--- config.mk ---
export PLATFORM = sky130hd
export DESIGN_NAME = lfsr_memory_test_engine
export DESIGN_NICKNAME = d
export VERILOG_FILES = /design/src/hdl/lfsrmt_pkg.sv /design/src/hdl/lfsrmt_cfg.sv /design/src/hdl/lfsrmt_core.sv /design/src/hdl/lfsr_memory_test_engine.sv
export SDC_FILE = /design/constraint.sdc
export NUM_CORES = 1
export LEC_CHECK = 0
export ABC_AREA = 1
export BUFFER_PORTS_ARGS = -buffer_cell sky130_fd_sc_hd__buf_2
export CORE_AREA = 5 5 265 267
export DETAILED_ROUTE_END_ITERATION = 10
export DIE_AREA = 0 0 270 272
export PLACE_DENSITY_LB_ADDON = 0.12
export SLEW_MARGIN = 20
export SYNTH_ARGS = -nofsm -noshare
export SYNTH_HDL_FRONTEND = slang
export SYNTH_SLANG_ARGS = --single-unit
--- constraint.sdc ---
create_clock -name clk -period 7.25 [get_ports clk]
set_input_delay 0 -clock clk [delete_from_list [all_inputs] [get_ports clk]]
set_output_delay 0 -clock clk [all_outputs]
set_load 0.03 [all_outputs]
--- src/hdl/lfsrmt_pkg.sv ---
package lfsrmt_pkg;

  localparam int DATA_W   = 32;
  localparam int WC_W     = 30;
  localparam int ACC_W    = 31;
  localparam int PCT_W    = 7;
  localparam int CFG_IX_W = 2;
  localparam int OUT_TDATA_W = 80;

  localparam logic [DATA_W-1:0] LFSR_TAPS   = 32'hD000_0001;
  localparam logic [DATA_W-1:0] SEED_RESET  = 32'hC0FF_EE12;
  localparam logic [DATA_W-1:0] START_RESET = 32'h0000_1000;
  localparam logic [WC_W-1:0]   COUNT_RESET = 30'd4193280;
  localparam logic [PCT_W-1:0]  PCT_FULL    = 7'd100;
  localparam logic [ACC_W-1:0]  ACC_MAX     = 31'h7FFF_FFFF;

  typedef enum logic [CFG_IX_W-1:0] {
    REG_TEST_START = 2'd0,
    REG_WORD_COUNT = 2'd1,
    REG_START_SEED = 2'd2
  } cfg_ix_t;

  typedef enum logic [1:0] {
    PH_WRITE  = 2'd0,
    PH_VERIFY = 2'd1,
    PH_PASS   = 2'd2,
    PH_FAIL   = 2'd3
  } phase_t;

  typedef struct packed {
    logic [DATA_W-1:0] test_start;
    logic [WC_W-1:0]   word_count;
    logic [DATA_W-1:0] start_seed;
  } cfg_t;

  typedef struct packed {
    phase_t            phase;
    logic [DATA_W-1:0] lfsr;
    logic [WC_W-1:0]   word_index;
    logic [ACC_W-1:0]  acc;
    logic [PCT_W-1:0]  pct;
  } state_t;

  typedef struct packed {
    logic              finished;
    logic              percent_stepped;
    logic [PCT_W-1:0]  percent;
    logic              mismatch;
    logic              write_enable;
    logic [DATA_W-1:0] pattern;
    logic [DATA_W-1:0] word_address;
    logic [1:0]        status;
  } result_t;

  function automatic logic [DATA_W-1:0] lfsr_next(input logic [DATA_W-1:0] v);
    logic [DATA_W-1:0] o;
    o = {1'b0, v[DATA_W-1:1]};
    if (v[0]) begin
      o = o ^ LFSR_TAPS;
    end
    return o;
  endfunction

endpackage

--- src/hdl/lfsrmt_cfg.sv ---
module lfsrmt_cfg
  import lfsrmt_pkg::*;
(
  input  logic                clk,
  input  logic                rst_n,
  input  logic                wr_en,
  input  logic [CFG_IX_W-1:0] index,
  input  logic [DATA_W-1:0]   wdata,
  output cfg_t                cfg
);

  cfg_t cfg_r;
  cfg_t cfg_nxt;

  always_comb begin
    cfg_nxt = cfg_r;
    if (wr_en) begin
      unique case (cfg_ix_t'(index))
        REG_TEST_START: cfg_nxt.test_start = wdata;
        REG_WORD_COUNT: cfg_nxt.word_count = wdata[WC_W-1:0];
        REG_START_SEED: cfg_nxt.start_seed = wdata;
        default: cfg_nxt = cfg_r;
      endcase
    end
  end

  always_ff @(posedge clk) begin
    if (!rst_n) begin
      cfg_r.test_start <= START_RESET;
      cfg_r.word_count <= COUNT_RESET;
      cfg_r.start_seed <= SEED_RESET;
    end else begin
      cfg_r <= cfg_nxt;
    end
  end

  assign cfg = cfg_r;

endmodule

--- src/hdl/lfsrmt_core.sv ---
module lfsrmt_core
  import lfsrmt_pkg::*;
#(
  parameter int ADDR_WIDTH = 32
) (
  input  cfg_t              cfg,
  input  state_t            st,
  input  logic              restart,
  input  logic [DATA_W-1:0] read_data,
  output state_t            st_nxt,
  output result_t           res
);

  logic                  wc_zero;
  logic [DATA_W-1:0]     lfsr_stepped;
  logic [ADDR_WIDTH-1:0] addr_base;
  logic [ADDR_WIDTH-1:0] addr_offs;
  logic [ADDR_WIDTH-1:0] addr;
  logic [DATA_W-1:0]     addr_ext;
  logic [DATA_W-1:0]     pattern;
  logic                  mism;
  logic [DATA_W-1:0]     acc_sum;
  logic [DATA_W:0]       acc_diff;
  logic                  rose;
  logic [DATA_W-1:0]     acc_pre;
  logic [ACC_W-1:0]      acc_nxt;
  logic [PCT_W-1:0]      pct_nxt;
  logic [WC_W-1:0]       idx_inc;
  logic                  last_word;

  assign wc_zero      = (cfg.word_count == '0);
  assign lfsr_stepped = lfsr_next(st.lfsr);

  // byte address of the current word, wrapped to the address width
  assign addr_base = {cfg.test_start[ADDR_WIDTH-1:2], 2'b00};
  assign addr_offs = ADDR_WIDTH'({{(DATA_W-WC_W){1'b0}}, st.word_index} << 2);
  assign addr      = addr_base + addr_offs;
  assign addr_ext  = DATA_W'(addr);
  assign pattern   = lfsr_stepped ^ addr_ext;
  assign mism      = (st.phase == PH_VERIFY) && (read_data != pattern);

  // progress accumulator
  assign acc_sum  = {1'b0, st.acc} + DATA_W'(PCT_FULL);
  assign acc_diff = {1'b0, acc_sum} - {3'b000, cfg.word_count};
  assign rose     = !acc_diff[DATA_W] && (st.pct < PCT_FULL);
  assign acc_pre  = rose ? acc_diff[DATA_W-1:0] : acc_sum;
  assign acc_nxt  = acc_pre[DATA_W-1] ? ACC_MAX : acc_pre[ACC_W-1:0];
  assign pct_nxt  = st.pct + PCT_W'(rose);

  assign idx_inc   = st.word_index + WC_W'(1);
  assign last_word = (idx_inc >= cfg.word_count) || (idx_inc == '0);

  always_comb begin
    st_nxt = st;
    if (restart) begin
      st_nxt.phase      = wc_zero ? PH_FAIL : PH_WRITE;
      st_nxt.lfsr       = cfg.start_seed;
      st_nxt.word_index = '0;
      st_nxt.acc        = '0;
      st_nxt.pct        = '0;
    end else begin
      unique case (st.phase) inside
        PH_WRITE, PH_VERIFY: begin
          if (wc_zero) begin
            st_nxt.phase = PH_FAIL;
          end else if (mism) begin
            st_nxt.lfsr  = lfsr_stepped;
            st_nxt.phase = PH_FAIL;
          end else begin
            st_nxt.lfsr       = lfsr_stepped;
            st_nxt.acc        = acc_nxt;
            st_nxt.pct        = pct_nxt;
            st_nxt.word_index = idx_inc;
            if (last_word) begin
              if (st.phase == PH_WRITE) begin
                st_nxt.phase      = PH_VERIFY;
                st_nxt.lfsr       = cfg.start_seed;
                st_nxt.word_index = '0;
                st_nxt.acc        = '0;
                st_nxt.pct        = '0;
              end else begin
                st_nxt.phase = PH_PASS;
              end
            end
          end
        end
        default: st_nxt = st;
      endcase
    end
  end

  always_comb begin
    res = '0;
    if (restart) begin
      res.status   = wc_zero ? PH_FAIL : PH_WRITE;
      res.finished = wc_zero;
    end else begin
      unique case (st.phase) inside
        PH_WRITE, PH_VERIFY: begin
          if (wc_zero) begin
            res.status   = PH_FAIL;
            res.finished = 1'b1;
          end else if (mism) begin
            res.status       = PH_FAIL;
            res.finished     = 1'b1;
            res.mismatch     = 1'b1;
            res.word_address = addr_ext;
            res.pattern      = pattern;
            res.percent      = st.pct;
          end else begin
            res.status          = st.phase;
            res.word_address    = addr_ext;
            res.pattern         = pattern;
            res.write_enable    = (st.phase == PH_WRITE);
            res.percent         = pct_nxt;
            res.percent_stepped = rose;
            if (last_word && (st.phase == PH_VERIFY)) begin
              res.status   = PH_PASS;
              res.finished = 1'b1;
            end
          end
        end
        default: begin
          res.status   = st.phase;
          res.finished = 1'b1;
          res.percent  = st.pct;
        end
      endcase
    end
  end

endmodule

--- src/hdl/lfsr_memory_test_engine.sv ---
// channel   dir  ports                        item contents (lsb first)
// in        in   in_tvalid/in_tready          tdata: read_data; tuser: restart
// out       out  out_tvalid/out_tready        tdata: address, pattern, flags; tuser: status
// cfg       in   cfg_wr_en/cfg_index/cfg_wdata 0 test_start, 1 word_count, 2 start_seed
//
// one item per cycle sustained while out_tready stays high; each item passes through the
// input register, then lfsr step, address add, compare and progress update into
// the result register
// rst_n is synchronous; state restarts at the write phase with the reset seed
// a stall at out_tready holds the result; one more item waits in the input register
module lfsr_memory_test_engine
  import lfsrmt_pkg::*;
#(
  parameter int ADDR_WIDTH = 32
) (
  input  logic                   clk,
  input  logic                   rst_n,
  input  logic                   in_tvalid,
  output logic                   in_tready,
  input  logic [DATA_W-1:0]      in_tdata,   // read_data
  input  logic                   in_tuser,   // restart
  output logic                   out_tvalid,
  input  logic                   out_tready,
  // word_address, pattern, write_enable, mismatch, percent, percent_stepped, finished
  output logic [OUT_TDATA_W-1:0] out_tdata,
  output logic [1:0]             out_tuser,  // status
  input  logic                   cfg_wr_en,
  input  logic [CFG_IX_W-1:0]    cfg_index,
  input  logic [DATA_W-1:0]      cfg_wdata
);

  cfg_t              cfg;
  logic              in_valid_r;
  logic              in_valid_nxt;
  logic [DATA_W-1:0] in_data_r;
  logic              in_restart_r;
  logic              out_valid_r;
  logic              out_valid_nxt;
  result_t           out_res_r;
  result_t           res;
  state_t            state_r;
  state_t            state_nxt;
  logic              advance;
  logic              in_take;

  lfsrmt_cfg u_cfg (
    .clk   (clk),
    .rst_n (rst_n),
    .wr_en (cfg_wr_en),
    .index (cfg_index),
    .wdata (cfg_wdata),
    .cfg   (cfg)
  );

  lfsrmt_core #(
    .ADDR_WIDTH (ADDR_WIDTH)
  ) u_core (
    .cfg       (cfg),
    .st        (state_r),
    .restart   (in_restart_r),
    .read_data (in_data_r),
    .st_nxt    (state_nxt),
    .res       (res)
  );

  assign advance   = in_valid_r && (!out_valid_r || out_tready);
  assign in_tready = !in_valid_r || advance;
  assign in_take   = in_tvalid && in_tready;

  always_comb begin
    in_valid_nxt = in_valid_r;
    if (in_take) begin
      in_valid_nxt = 1'b1;
    end else if (advance) begin
      in_valid_nxt = 1'b0;
    end
  end

  always_comb begin
    out_valid_nxt = out_valid_r;
    if (advance) begin
      out_valid_nxt = 1'b1;
    end else if (out_tready) begin
      out_valid_nxt = 1'b0;
    end
  end

  always_ff @(posedge clk) begin
    if (!rst_n) begin
      in_valid_r       <= 1'b0;
      out_valid_r      <= 1'b0;
      state_r.phase      <= PH_WRITE;
      state_r.lfsr       <= SEED_RESET;
      state_r.word_index <= '0;
      state_r.acc        <= '0;
      state_r.pct        <= '0;
    end else begin
      in_valid_r  <= in_valid_nxt;
      out_valid_r <= out_valid_nxt;
      if (advance) begin
        state_r <= state_nxt;
      end
    end
  end

  always_ff @(posedge clk) begin
    if (in_take) begin
      in_data_r    <= in_tdata;
      in_restart_r <= in_tuser;
    end
    if (advance) begin
      out_res_r <= res;
    end
  end

  assign out_tvalid = out_valid_r;
  assign out_tuser  = out_res_r.status;
  assign out_tdata  = {5'b00000, out_res_r.finished, out_res_r.percent_stepped,
                       out_res_r.percent, out_res_r.mismatch, out_res_r.write_enable,
                       out_res_r.pattern, out_res_r.word_address};

  a_pass_holds: assert property (@(posedge clk) disable iff (!rst_n)
    (state_r.phase == PH_PASS && !(advance && in_restart_r)) |=> state_r.phase == PH_PASS)
    else $error("passed test left its end state without restart");

  a_fail_holds: assert property (@(posedge clk) disable iff (!rst_n)
    (state_r.phase == PH_FAIL && !(advance && in_restart_r)) |=> state_r.phase == PH_FAIL)
    else $error("failed test left its end state without restart");

  a_pct_cap: assert property (@(posedge clk) disable iff (!rst_n)
    advance |=> state_r.pct <= PCT_FULL)
    else $error("percent above full scale");

  a_fin_state: assert property (@(posedge clk) disable iff (!rst_n)
    advance |=> (out_res_r.finished ==
                 (state_r.phase == PH_PASS || state_r.phase == PH_FAIL)))
    else $error("finished flag disagrees with phase");

  a_in_hold: assert property (@(posedge clk) disable iff (!rst_n)
    (in_valid_r && !advance) |=> in_valid_r)
    else $error("input register dropped an item");

endmodule

; After elaboration in Yosys (flattened, before gate mapping)
; Cells that the tools add are included.
[op_classes]
addsub = 5
order_cmp = 2
n_eq_ne = 6
muxes = 32
n_bitwise = 3
reduce_logical = 28
[op_table]
columns = op, count
row1 = two-way mux 102 bit, 3
row2 = two-way mux 100 bit, 2
row3 = two-way mux 73 bit, 1
row4 = two-way mux 68 bit, 1
row5 = two-way mux 32 bit, 2
row6 = logical NOT 30 bit, 2
row7 = two-way mux 34 bit, 1
row8 = subtractor 32 x 30 -> 33 bit, 1
row9 = "adder 31 x 7 -> 32 bit, second input constant", 1
row10 = adder 32 bit, 1
row11 = inequality test 32 bit, 1
row12 = XOR 32 bit, 1
row13 = two-way mux 31 bit, 1
row14 = "adder 30 x 1 -> 30 bit, second input constant", 1
row15 = >= comparator 30 bit, 1
row16 = two-way mux 2 bit, 8
row17 = two-way mux 7 bit, 2
row18 = two-way mux 1 bit, 11
row19 = adder 7 x 1 -> 7 bit, 1
row20 = "< comparator 7 bit, second input constant", 1
row21 = AND reduction 2 bit, 3
row22 = AND reduction 3 bit, 2
row23 = nonzero test 2 bit, 3
row24 = logical AND 1 bit, 5
row25 = other kinds (13), 20
[word_totals]
reg_bits = 308
inputBits = 72
elab_cells = 96

; Logic depth before layout (Yosys ltp)
[logic_depth]
depth_word = 12
mapped_depth = 34
depth_no_buf = 32

; By module
; Synthesis repeated with hierarchy kept, for this count alone.
[hier_totals]
hier_cells = 3850
area_unflattened_um2 = 23940.5
[by_module_without_submodules]
columns = mod, n_inst, cells_per_inst, area_each_um2, seq_area_each_um2
row1 = lfsrmt_core, 1, 2543, 12349.3, 0.0
row2 = lfsr_memory_test_engine, 1, 759, 7805.0, 5385.2
row3 = lfsrmt_cfg, 1, 548, 3786.1, 1881.8

; Least setup slack after synthesis
; OpenSTA, ideal clock, no wires.
[synth_timing]
path_type = flip-flop to flip-flop
start = register state_r[9] (netlist bit)
end = register state_r[6] (netlist bit)
setup_ns = 0.070
arrival_time_ns = 4.279
slack_ns = 2.900
stages_incl_launch_ff = 35
path_buffers = 2
period_less_slack_ns = 4.350
path_cell_list = dfxtp_1 -> ha_1 -> nand2_1 -> nand2_1 -> nand2_1 -> nor2_1 -> nand2_1 -> inv_2 -> nand2_1 -> nor3_1 -> nand2_1 -> xor2_1 -> inv_1 -> ha_1 -> nand2_1 -> nor2_1 -> inv_1 -> nor2_1 -> nand3_1 -> nand2_1 -> nand2_1 -> nand3_2 -> nand2_2 -> inv_2 -> buf_6 -> buf_4 -> ha_1 -> ha_1 -> nand4_1 -> nor2_1 -> xor2_1 -> o21ai_0 -> nor2_1 -> nand3_1 -> a21oi_1
[synth_between]
elab_chain_len = 11
[synth_rtl]
columns = item, line_no
row1 = from (decl), lfsr_memory_test_engine.sv:41  ; state_t state_r;
row2 = from (signal assigned), lfsr_memory_test_engine.sv:101  ; state_r <= state_nxt;
row3 = adder 31 x 7 -> 32 bit *, lfsrmt_core.sv:43  ; assign acc_sum = {1'b0, st.acc} + DATA_W'(PCT_FULL);
row4 = subtractor 32 x 30 -> 33 bit *, lfsrmt_core.sv:44  ; assign acc_diff = {1'b0, acc_sum} - {3'b000, cfg.word_count};
row5 = logical NOT 1 bit *, lfsrmt_core.sv:45  ; assign rose = !acc_diff[DATA_W] && (st.pct < PCT_FULL);
row6 = logical AND 1 bit *, lfsrmt_core.sv:45
row7 = net u_core.rose, lfsrmt_core.sv:24  ; logic rose;
row8 = adder 7 x 1 -> 7 bit *, lfsrmt_core.sv:48  ; assign pct_nxt = st.pct + PCT_W'(rose);
row9 = two-way mux 100 bit, lfsrmt_core.sv:75  ; if (st.phase == PH_WRITE) begin
row10 = two-way mux 102 bit *, lfsrmt_core.sv:74  ; if (last_word) begin
row11 = two-way mux 68 bit *, lfsrmt_core.sv:66  ; end else if (mism) begin
row12 = two-way mux 100 bit *, lfsrmt_core.sv:64  ; if (wc_zero) begin
row13 = two-way mux 102 bit *, lfsrmt_core.sv:62  ; unique case (st.phase) inside
row14 = two-way mux 102 bit *, lfsrmt_core.sv:55  ; if (restart) begin
; The timed path passes the listed nets; every way through them passes the cells marked *. The select of a mux whose other input is x is not followed.
; A chain may end at the register's enable or synchronous reset.

; Final worst setup path
[layout_timing]
start = register state_r[9] (netlist bit)
end = register state_r[6] (netlist bit)
[layout_between]
elab_chain_len = 11
[layout_rtl]
columns = item, line_no
row1 = adder 31 x 7 -> 32 bit *, lfsrmt_core.sv:43
row2 = subtractor 32 x 30 -> 33 bit *, lfsrmt_core.sv:44
row3 = logical NOT 1 bit *, lfsrmt_core.sv:45
row4 = logical AND 1 bit *, lfsrmt_core.sv:45
row5 = adder 7 x 1 -> 7 bit *, lfsrmt_core.sv:48
row6 = two-way mux 100 bit, lfsrmt_core.sv:75
row7 = two-way mux 102 bit *, lfsrmt_core.sv:74
row8 = two-way mux 68 bit *, lfsrmt_core.sv:66
row9 = two-way mux 100 bit *, lfsrmt_core.sv:64
row10 = two-way mux 102 bit *, lfsrmt_core.sv:62
row11 = two-way mux 102 bit *, lfsrmt_core.sv:55
; Mark *: on every way between the ends. The rest lies on a longest branch, timed or not. The select of a mux whose other input is x is not followed.

==> metrics.txt <==
outcome=finished, final reports clean; number of global-route vias before repair=19300; synth unique cells=54; crit path launch type=flop; RSZ-0062 raised after global routing=false; critical path class=flop to flop; max incr delay on CP=about 0.59 ns; DRC Markers=0; reg2reg start=state_r[9]; # IOs=156; register bit total from synthesis=304; DR vias=19500; final setup fails=0; Leakage=10.9 nW; worst endpoint required time=between 7 and 8 ns; layout cells sized above 1=9.65%; Worst-path clk slew=0.06 ns; Total Routing Usage GR=19.0%; # port buffers=148; largest net degree at the start of global routing=75; CP max-delay cell=inv_2; Power per Cell Area=189 mW/mm²; final cell count without fillers=4000; Fillers=7316; Max Used Layer=met4; TritonCTS clock tree=built; FFs w/ async S/R, synth=0%; Iteration-0 DRC Markers=between 1000 and 1500; Placed Cells=3854; YS warnings=0; met2 wire len=34500 µm; actual slew at the worst max-slew pin=approximately 1 ns; # rows=96; # nets final=3256; Hold Buf Count CTS=75; Max rail drop VDD=0.143 mV; Max Buffers Root-to-Sink=3; GP Congestion=0.883; grt ovf=0; setup ws final=between 1.5 and 2 ns; mapped cell area=around 0.02 mm²; Post-CTS Setup Inserts=0; top_reg_cell synth=dfxtp_1; Worst Setup SP=state_r[9]; critical path capture point type=flop; Synth Instances=a little under 3000; Hold Path Class=primary input to flop; vias per inst=between 4 and 5; sum of negative setup slack=0 ns; Core Region=0.0679 mm²; max-slew violation count=0; HPWL Detailed=53900 µm; sequential fraction of the synthesis area=35.8%; Max Fclk=179 MHz; clock latency on the worst-skew pair=about 0.58 ns; initial antenna violation count=1; Met1 Wirelength=32300 µm; area grow syn2layout=17.4%; Hold Crit Start=cfg_index[0]; clock root cell=clkbuf_16; metal3 WL=2360 µm; Final Hold Vio Count=0; first-pass GRT wire length=111000 µm; initial core utilization=between 20% and 30%; CTS sink count=about 300; period utilization=77.1%; Rel. slew slack=between 30% and 40%; CTS resizes=0; Top cell by count, worst path=nand2_1; dpl ws=1.62 ns; DRT Pass-1 Iters=5; clock buffer count from CTS=40; Wirelength per Cell=17.9 µm; CP Max Fanout=39; average size of a mapped cell=6.87 µm²; Antenna Cells=0; Die Width=270 µm; final WL=between 70000 and 80000 µm; antenna violation net count after detailed routing=0; total of max-cap violations=0; Setup Skew=0.0342 ns; Reg area=0.00717 mm²; Critical Path AT=6.07 ns; number of synthesized flops with an enable pin=108; H-Tree Depth=2; DIE HEIGHT=272 µm; clock period minus worst slack=5.59 ns; overall die area=0.0734 mm²; area occupied by multi-input gates=0.0110 mm²
-- critical path, delay by kind of cell (launching register included) --
family,cells,cell delay (ns)
AND/OR/NAND/NOR,20,2.59
adder cells (fa/ha/maj),4,1.06
buffers and inverters,4,0.80
flip-flops,1,0.39
XOR/XNOR,2,0.38
AO/OA/AOI/OAI,2,0.30
-- flip-flops by register name, indices dropped and copies added, names as in the netlist --
| signal | count |
|---|---|
| in_valid_r | 1 |
| in_data_r | 32 |
| out_tuser | 2 |
| state_r | 102 |
| out_tvalid | 1 |
| u_cfg.cfg | 92 |
| in_restart_r | 1 |
| out_tdata | 73 |
-- stage by stage --
stage                     area [µm²]  utilization (%)  power [W]  hold slack [ns]
after floorplan                20100                -    0.00231           0.0989
after global placement         21500             31.7    0.00250            0.179
after detailed placement       21500             31.7    0.00250            0.178
after CTS                      23500             34.7    0.00452           0.0493
after global routing           23500             34.7    0.00465           0.0282
final                          23500             34.7    0.00444           0.0274
-- routing by layer --
metal  vias to the layer above  global-route usage, %
met5                         -                      0
met4                         0                   5.89
met3                        92                   2.27
li1                       9969                      -
met1                      9102                   24.1
met2                       366                   33.7
-- Yosys cell counts (7+ instances only) --
master	count	area share, %
a21o_1	8	0.30
a21oi_1	250	6.2
a22o_1	7	0.31
a31oi_1	7	0.22
buf_1	8	0.15
buf_2	20	0.50
buf_4	8	0.30
buf_6	10	0.56
clkbuf_1	72	1.3
dfxtp_1	196	20
edfxtp_1	108	16
ha_1	93	5.8
inv_1	352	6.6
inv_2	8	0.15
nand2_1	697	13
nand2_2	19	0.59
nand3_1	238	5.9
nand3b_1	28	1.0
nand4_1	58	1.8
nor2_1	335	6.3
nor3_1	23	0.57
nor4_1	11	0.34
o211ai_1	38	1.4
o21a_1	8	0.30
o21ai_0	162	4.0
o21ai_1	21	0.52
or2_2	8	0.25
xnor2_1	25	1.1
xor2_1	48	2.1
-- cells in the final DEF, fill, tap and decap left out, drive strengths merged, types with 11 or more instances in the layout --
cell	instances
nand3	244
clkbuf	57
o211ai	38
o21ai	183
nand3b	28
a21oi	252
inv	358
xnor2	26
nand2	720
dfxtp	196
clkinv	12
dlygate4sd3	75
nand4	59
nor2	342
nor4	11
edfxtp	108
nor3	27
xor2	48
buf	168
ha	93
-- kinds of logic after synthesis --
group,after synthesis,synth area share [%]
other,1,0.0187
AND/OR/NAND/NOR,1444,31.1
flip-flops,304,35.8
XOR/XNOR,74,3.27
AO/OA/AOI/OAI,520,14.2
adder cells (fa/ha/maj),95,6.01
buffers and inverters,479,9.63
-- area by class of cell --
| cell class | instances | area share (%) |
|---|---|---|
| multi-input cells | 2140 | 46.7 |
| well taps | 882 | 4.69 |
| repair buffers | 243 | 6.98 |
| clock inverters | 14 | 0.505 |
| inverters | 360 | 5.75 |
| clock buffers | 57 | 4.91 |
| flip-flops and latches | 304 | 30.5 |
-- report_power, final --
group / internal, W / leakage (nW) / switching [W]
Combinational: 0.000188 / 7.65 / 0.000418
Clock: 0.00114 / 0.620 / 0.000802
Sequential: 0.00185 / 2.62 / 0.0000422
Total: 0.00318 / 10.9 / 0.00126
-- final timing paths --
check	endpoint	slack (ns)	cells after the start
min reg2reg	u_cfg.cfg[6]	0.46	2
max	state_r[6]	1.66	32
max reg2reg	state_r[6]	1.66	32
min	u_cfg.cfg[44]	0.03	4
Power figures use the tool's default switching activity.
